==> src/rtl/core/diff_drive_odometry_sequencer_core_assert.svh <==
// Assertion macros for the odometry sequencer core.
`ifndef DIFF_DRIVE_ODOMETRY_SEQUENCER_CORE_ASSERT_SVH
`define DIFF_DRIVE_ODOMETRY_SEQUENCER_CORE_ASSERT_SVH
// Check a property on every clock edge outside reset.
`define DDO_ASSERT(label, prop, msg) \
  label: assert property (@(posedge clk_i) disable iff (!rst_ni) (prop)) else $error(msg);
// Check a property also during reset.
`define DDO_ASSERT_ALWAYS(label, prop, msg) \
  label: assert property (@(posedge clk_i) (prop)) else $error(msg);
`endif

==> src/rtl/core/ddo_pkg.sv <==
// Package with constants, types and helper functions of the odometry core.
`timescale 1ns / 1ps
`default_nettype none
package ddo_pkg;
  localparam int CordicSteps = 16;
  localparam int FracBits    = 16;
  localparam int StepW       = $clog2(CordicSteps + 1);
  // Quotient bits of |heading + d/2| in Q2.30 over 2*pi: the sum stays below
  // 3 * 2^(30+30-FracBits), which is under 2*pi * 2^RedSteps.
  localparam int RedSteps    = 13;

  localparam logic [1:0] MoveStop    = 2'd0;
  localparam logic [1:0] MoveForward = 2'd1;
  localparam logic [1:0] MoveTurn    = 2'd2;

  localparam logic [2:0] CfgMpt   = 3'd0;
  localparam logic [2:0] CfgInvTr = 3'd1;
  localparam logic [2:0] CfgShort = 3'd2;
  localparam logic [2:0] CfgLong  = 3'd3;
  localparam logic [2:0] CfgTurn  = 3'd4;
  localparam logic [2:0] CfgLimit = 3'd5;

  localparam logic signed [35:0] PiQ30     = 36'sd3373259426;
  localparam logic signed [35:0] HalfPiQ30 = 36'sd1686629713;
  localparam logic signed [35:0] TwoPiQ30  = 36'sd6746518852;
  localparam logic signed [33:0] GainQ30   = 34'sd652032874;

  typedef struct packed {
    logic       start;
    logic       run;
    logic [StepW-1:0] step;
  } cordic_ctl_t;

  function automatic logic signed [31:0] sat32(input logic signed [63:0] v);
    logic signed [31:0] r;
    if (v > 64'sd2147483647) r = 32'sh7fffffff;
    else if (v < -64'sd2147483648) r = 32'sh80000000;
    else r = v[31:0];
    return r;
  endfunction

  function automatic logic signed [33:0] atan_q30(input logic [StepW-1:0] i);
    logic signed [33:0] r;
    case (i)
      0: r = 34'sd843314857;
      1: r = 34'sd497837829;
      2: r = 34'sd263043837;
      3: r = 34'sd133525159;
      4: r = 34'sd67021687;
      5: r = 34'sd33543516;
      6: r = 34'sd16775851;
      7: r = 34'sd8388437;
      8: r = 34'sd4194283;
      9: r = 34'sd2097149;
      default: r = (i > 30) ? 34'sd0 : (34'sd1 <<< (30 - i));
    endcase
    return r;
  endfunction
endpackage
`default_nettype wire

==> src/rtl/core/ddo_cordic.sv <==
// Iterative CORDIC rotation unit, one micro-rotation per cycle while run is set.
`timescale 1ns / 1ps
`default_nettype none
module ddo_cordic (
  input  wire logic                 clk_i,
  input  wire logic                 rst_ni,
  input  wire ddo_pkg::cordic_ctl_t ctl_i,
  input  wire logic signed [35:0]   z_i,
  output logic signed [33:0]        cos_o,
  output logic signed [33:0]        sin_o
);
  logic signed [33:0] x_q, y_q;
  logic signed [35:0] z_q;
  logic signed [33:0] xs, ys, at;

  assign xs = x_q >>> ctl_i.step;
  assign ys = y_q >>> ctl_i.step;
  assign at = ddo_pkg::atan_q30(ctl_i.step);

  always_ff @(posedge clk_i or negedge rst_ni) begin
    if (!rst_ni) begin
      x_q <= '0;
      y_q <= '0;
      z_q <= '0;
    end else if (ctl_i.start) begin
      x_q <= ddo_pkg::GainQ30;
      y_q <= '0;
      z_q <= z_i;
    end else if (ctl_i.run) begin
      if (z_q >= 0) begin
        x_q <= x_q - ys;
        y_q <= y_q + xs;
        z_q <= z_q - 36'(at);
      end else begin
        x_q <= x_q + ys;
        y_q <= y_q - xs;
        z_q <= z_q + 36'(at);
      end
    end
  end

  assign cos_o = x_q;
  assign sin_o = y_q;
endmodule
`default_nettype wire

==> config.mk <==
export PLATFORM = sky130hd
export DESIGN_NAME = ddo_cordic
export DESIGN_NICKNAME = d
export VERILOG_FILES = /design/src/rtl/core/diff_drive_odometry_sequencer_core_assert.svh /design/src/rtl/core/ddo_pkg.sv /design/src/rtl/core/ddo_cordic.sv
export SDC_FILE = /design/constraint.sdc
export NUM_CORES = 1
export LEC_CHECK = 0
export ABC_AREA = 1
export BUFFER_PORTS_ARGS = -buffer_cell sky130_fd_sc_hd__buf_4
export CORE_MARGIN = 4
export CORE_UTILIZATION = 40
export DETAILED_ROUTE_END_ITERATION = 10
export GPL_TIMING_DRIVEN = 0
export PLACE_DENSITY_LB_ADDON = 0.25
export RECOVER_POWER = 25
export SYNTH_ARGS = -nofsm -noshare
export SYNTH_HDL_FRONTEND = slang
export SYNTH_SLANG_ARGS = --single-unit
==> constraint.sdc <==
create_clock -name clk_i -period 9.8 [get_ports clk_i]
set_input_delay 2.45 -clock clk_i [delete_from_list [all_inputs] [get_ports clk_i]]
set_output_delay 2.45 -clock clk_i [all_outputs]
set_load 0.02 [all_outputs]
==> summary.md <==
| Metric | Value |
|---|---|
| CP bufs+invs | `6` |
| Die area | `0.0457 mm²` |
| Largest net degree at the start of global routing | `105` |
| Hold buffers post-CTS | `0` |
| WP data arrival | `9420 ps` |
| Worst setup SP type | `input port` |
| Antenna violations before repair | `4` |
| Congestion Overflow GR | `0` |
| Predominant post-synthesis flop cell | `dfrtp_1` |
| Syn Area/Cell | `5.72 µm²` |
| Detailed placement HPWL | `68,900 µm` |
| Pint | `2.68 mW` |
| Count leader, synth | `nand2_1` |
| I/O pin count | `about 110` |
| Vias | `21.0k` |
| Number of synthesized flops with an enable pin | `0` |
| CP required | `10,120 ps` |
| Slowest CP cell | `nor4_1` |
| Max Cap Viol | `2` |
| CTS buffer count | `9` |
| Pre-antenna DRT Iters | `8` |
| Mapped Area | `0.0169 mm²` |
| Setup CP Type | `input port to register` |
| Synth-to-layout area growth | `10.5%` |
| Total GRT Usage | `36.1%` |
| RSZ-0062 raised after global routing | `no` |
| Row Count | `75` |
| Failing checks | `max-capacitance violations, max-slew violations` |
| Outcome | `finished, violations left` |
| Register Area | `0.00260 mm²` |
| Clock buffer depth | `2` |
| Top-area cell type share of the netlist area | `20.4%` |
| Nets | `3,239` |
| Post-route ant nets | `0` |
| Post-Route WL | `~85,000 µm` |
| Post-DR wirelength/cell | `approximately 23 µm` |
| Clock latency at the later pin of the worst-skew pair | `400 ps` |
| Worst VDD drop | `203 µV` |
| Total power | `6.69 mW` |
| Crit-path max FO | `11` |
| Netlist cell types | `50` |
| Synth area leader | `nand2_1` |
| H-tree levels | `3` |
| Period utilization | `92.9%` |
| Syn_nets | `roughly 3.1k` |
| Least-Margin Pin Slew | `~3100 ps` |
| PwrDens | `357 mW/mm²` |
| Register area share after synthesis | `15.4%` |
| Total leakage power | `9.53 nW` |
| Post-cts resize count | `0` |
| CTS sink count | `104` |
| Max-slew violation count | `107` |
| Top post-synthesis cells by count | `919 x nand2_1, 414 x nand3_1, 266 x inv_1` |
| Initial core utilization | `approximately 40%` |
| Fillers | `4,640` |
| Rel. slew slack | `-109%` |
| Fin crit period | `9100 ps` |
| Cell family with most CP delay | `simple AND/OR/NAND/NOR gates` |
| Post-route setup TNS | `0 ps` |
| Die Height | `about 210 µm` |
| Reg power frac | `13.9%` |
| Multi-input logic area | `0.0128 mm²` |
| Gpl congestion | `1.05` |
| HP Class | `register to register` |
| Setup bufs post-CTS | `0` |
| Share of synthesized registers carrying an async set or reset | `100%` |
| # DRC | `0` |
| Reg clk slew, reported paths | `80 ps` |
| Port bufs | `110` |
| Root Buffer | `clkbuf_16` |
| Area contributors post-synth | `nand2_1 20%, dfrtp_1 15%, nand3_1 12%` |
| Final Hold Viols | `0` |
| Logic pwr share | `roughly four fifths` |
| Crit. End Element | `register` |
| Register bit total from synthesis | `~100` |
| Clock network power share | `under 10%` |
| Layout cells sized above 1 | `8.00%` |
| NetSw | `roughly 4 mW` |
| CTS tree | `built` |
| Clk_skew | `20.7 ps` |
| Die W | `214 µm` |
| Vias per cell | `around 5.8` |
| Iter 0 DRT Violations | `~2.4k` |
| Ant. Diodes | `0` |
| CP max stage delay | `1000 ps` |
| Synth warn | `0` |
| Setup Viol. Count Final | `0` |
| Sw Share | `between 50% and 60%` |
| First-pass GRT wire length | `123,000 µm` |
| Vias in the first global route | `19.7k` |
| Core area | `0.0419 mm²` |
| Fmax | `110 MHz` |
| Post-Syn Instances | `2,961` |
metrics by stage:
| step | hold slack, ps | worst slack [ps] | cells | cell area, µm² | utilization (%) |
|---|---|---|---|---|---|
| 2_1_floorplan | 455 | 3320 | 2961 | 16900 | - |
| 6_report | 498 | 699 | 3627 | 18700 | 44.6 |
| 3_5_place_dp | 479 | 1070 | 3610 | 18400 | 44.0 |
| 5_1_grt | 515 | 798 | 3627 | 18700 | 44.6 |
| 4_1_cts | 498 | 1450 | 3626 | 18700 | 44.6 |
| 3_3_place_gp | 475 | 945 | 3610 | 18400 | 44.0 |
flip-flops by register name (all words and copies together) (netlist names):
name	cells
cos_o	34
sin_o	34
z_q	36
cell usage in the layout, fill, tap and decap left out, drive strengths merged, types with 89 or more instances in the layout:
master / Yosys / layout
a21oi: 171 / 171
buf: 57 / 166
dfrtp: 104 / 104
ha: 108 / 108
inv: 285 / 287
nand2: 930 / 930
nand3: 417 / 417
nor2: 272 / 272
o21ai: 197 / 197
xor2: 89 / 89
final timing paths:
check	to	cells after the start	slack, ps	start
max	z_q[33]	30	700	ctl_i[0]
max reg2reg	z_q[33]	16	3470	z_q[35]
min reg2reg	z_q[31]	2	500	z_q[31]
max in group asynchronous	sin_o[1]	2	2660	rst_ni
min	z_q[31]	2	500	z_q[31]
min in group asynchronous	cos_o[26]	1	3010	rst_ni
power groups by stage:
stage,Combinational (mW),Sequential (mW),Clock [mW]
6_report,5.39,0.931,0.369
5_1_grt,5.95,0.943,0.395
4_1_cts,5.25,0.914,0.383
3_5_place_dp,5.22,0.920,0
3_3_place_gp,5.16,0.918,0
2_1_floorplan,3.74,0.905,0
area by class of cell:
type | count | area share, %
buffer | 111 | 2.69
clock buffer | 9 | 1.20
clock inverter | 7 | 0.247
inverter | 288 | 5.78
multi-input combinational | 2458 | 68.2
sequential | 104 | 13.9
tap | 539 | 3.60
timing repair buffer | 111 | 4.41
per-layer routing:
metal | vias up | global-route usage, % | part of all wire, %
li1 | 10100 | - | -
met4 | 2 | 12.7 | 3.7
met1 | 9793 | 50.8 | 44
met5 | - | 0 | 0.0094
met2 | 1020 | 54.3 | 42
met3 | 153 | 8.53 | 10
tightest hold or removal path, cell delays in order, from the launching register on:
cell and delay [ps]:
dfrtp_1 350, nand2_1 60, nand2_1 60
logic make-up (layout without fill, tap and decap cells):
| group | Yosys count | after routing | share of synthesized area (%) |
|---|---|---|---|
| AND/OR/NAND/NOR | 1710 | 1710 | 43.3 |
| adder cells (fa/ha/maj) | 111 | 111 | 8.33 |
| flip-flops | 104 | 104 | 15.4 |
| buffers and inverters | 399 | 526 | 9.35 |
| AO/OA/AOI/OAI | 495 | 495 | 16.3 |
| XOR/XNOR | 142 | 142 | 7.34 |
(Power assumes the default switching activity.)
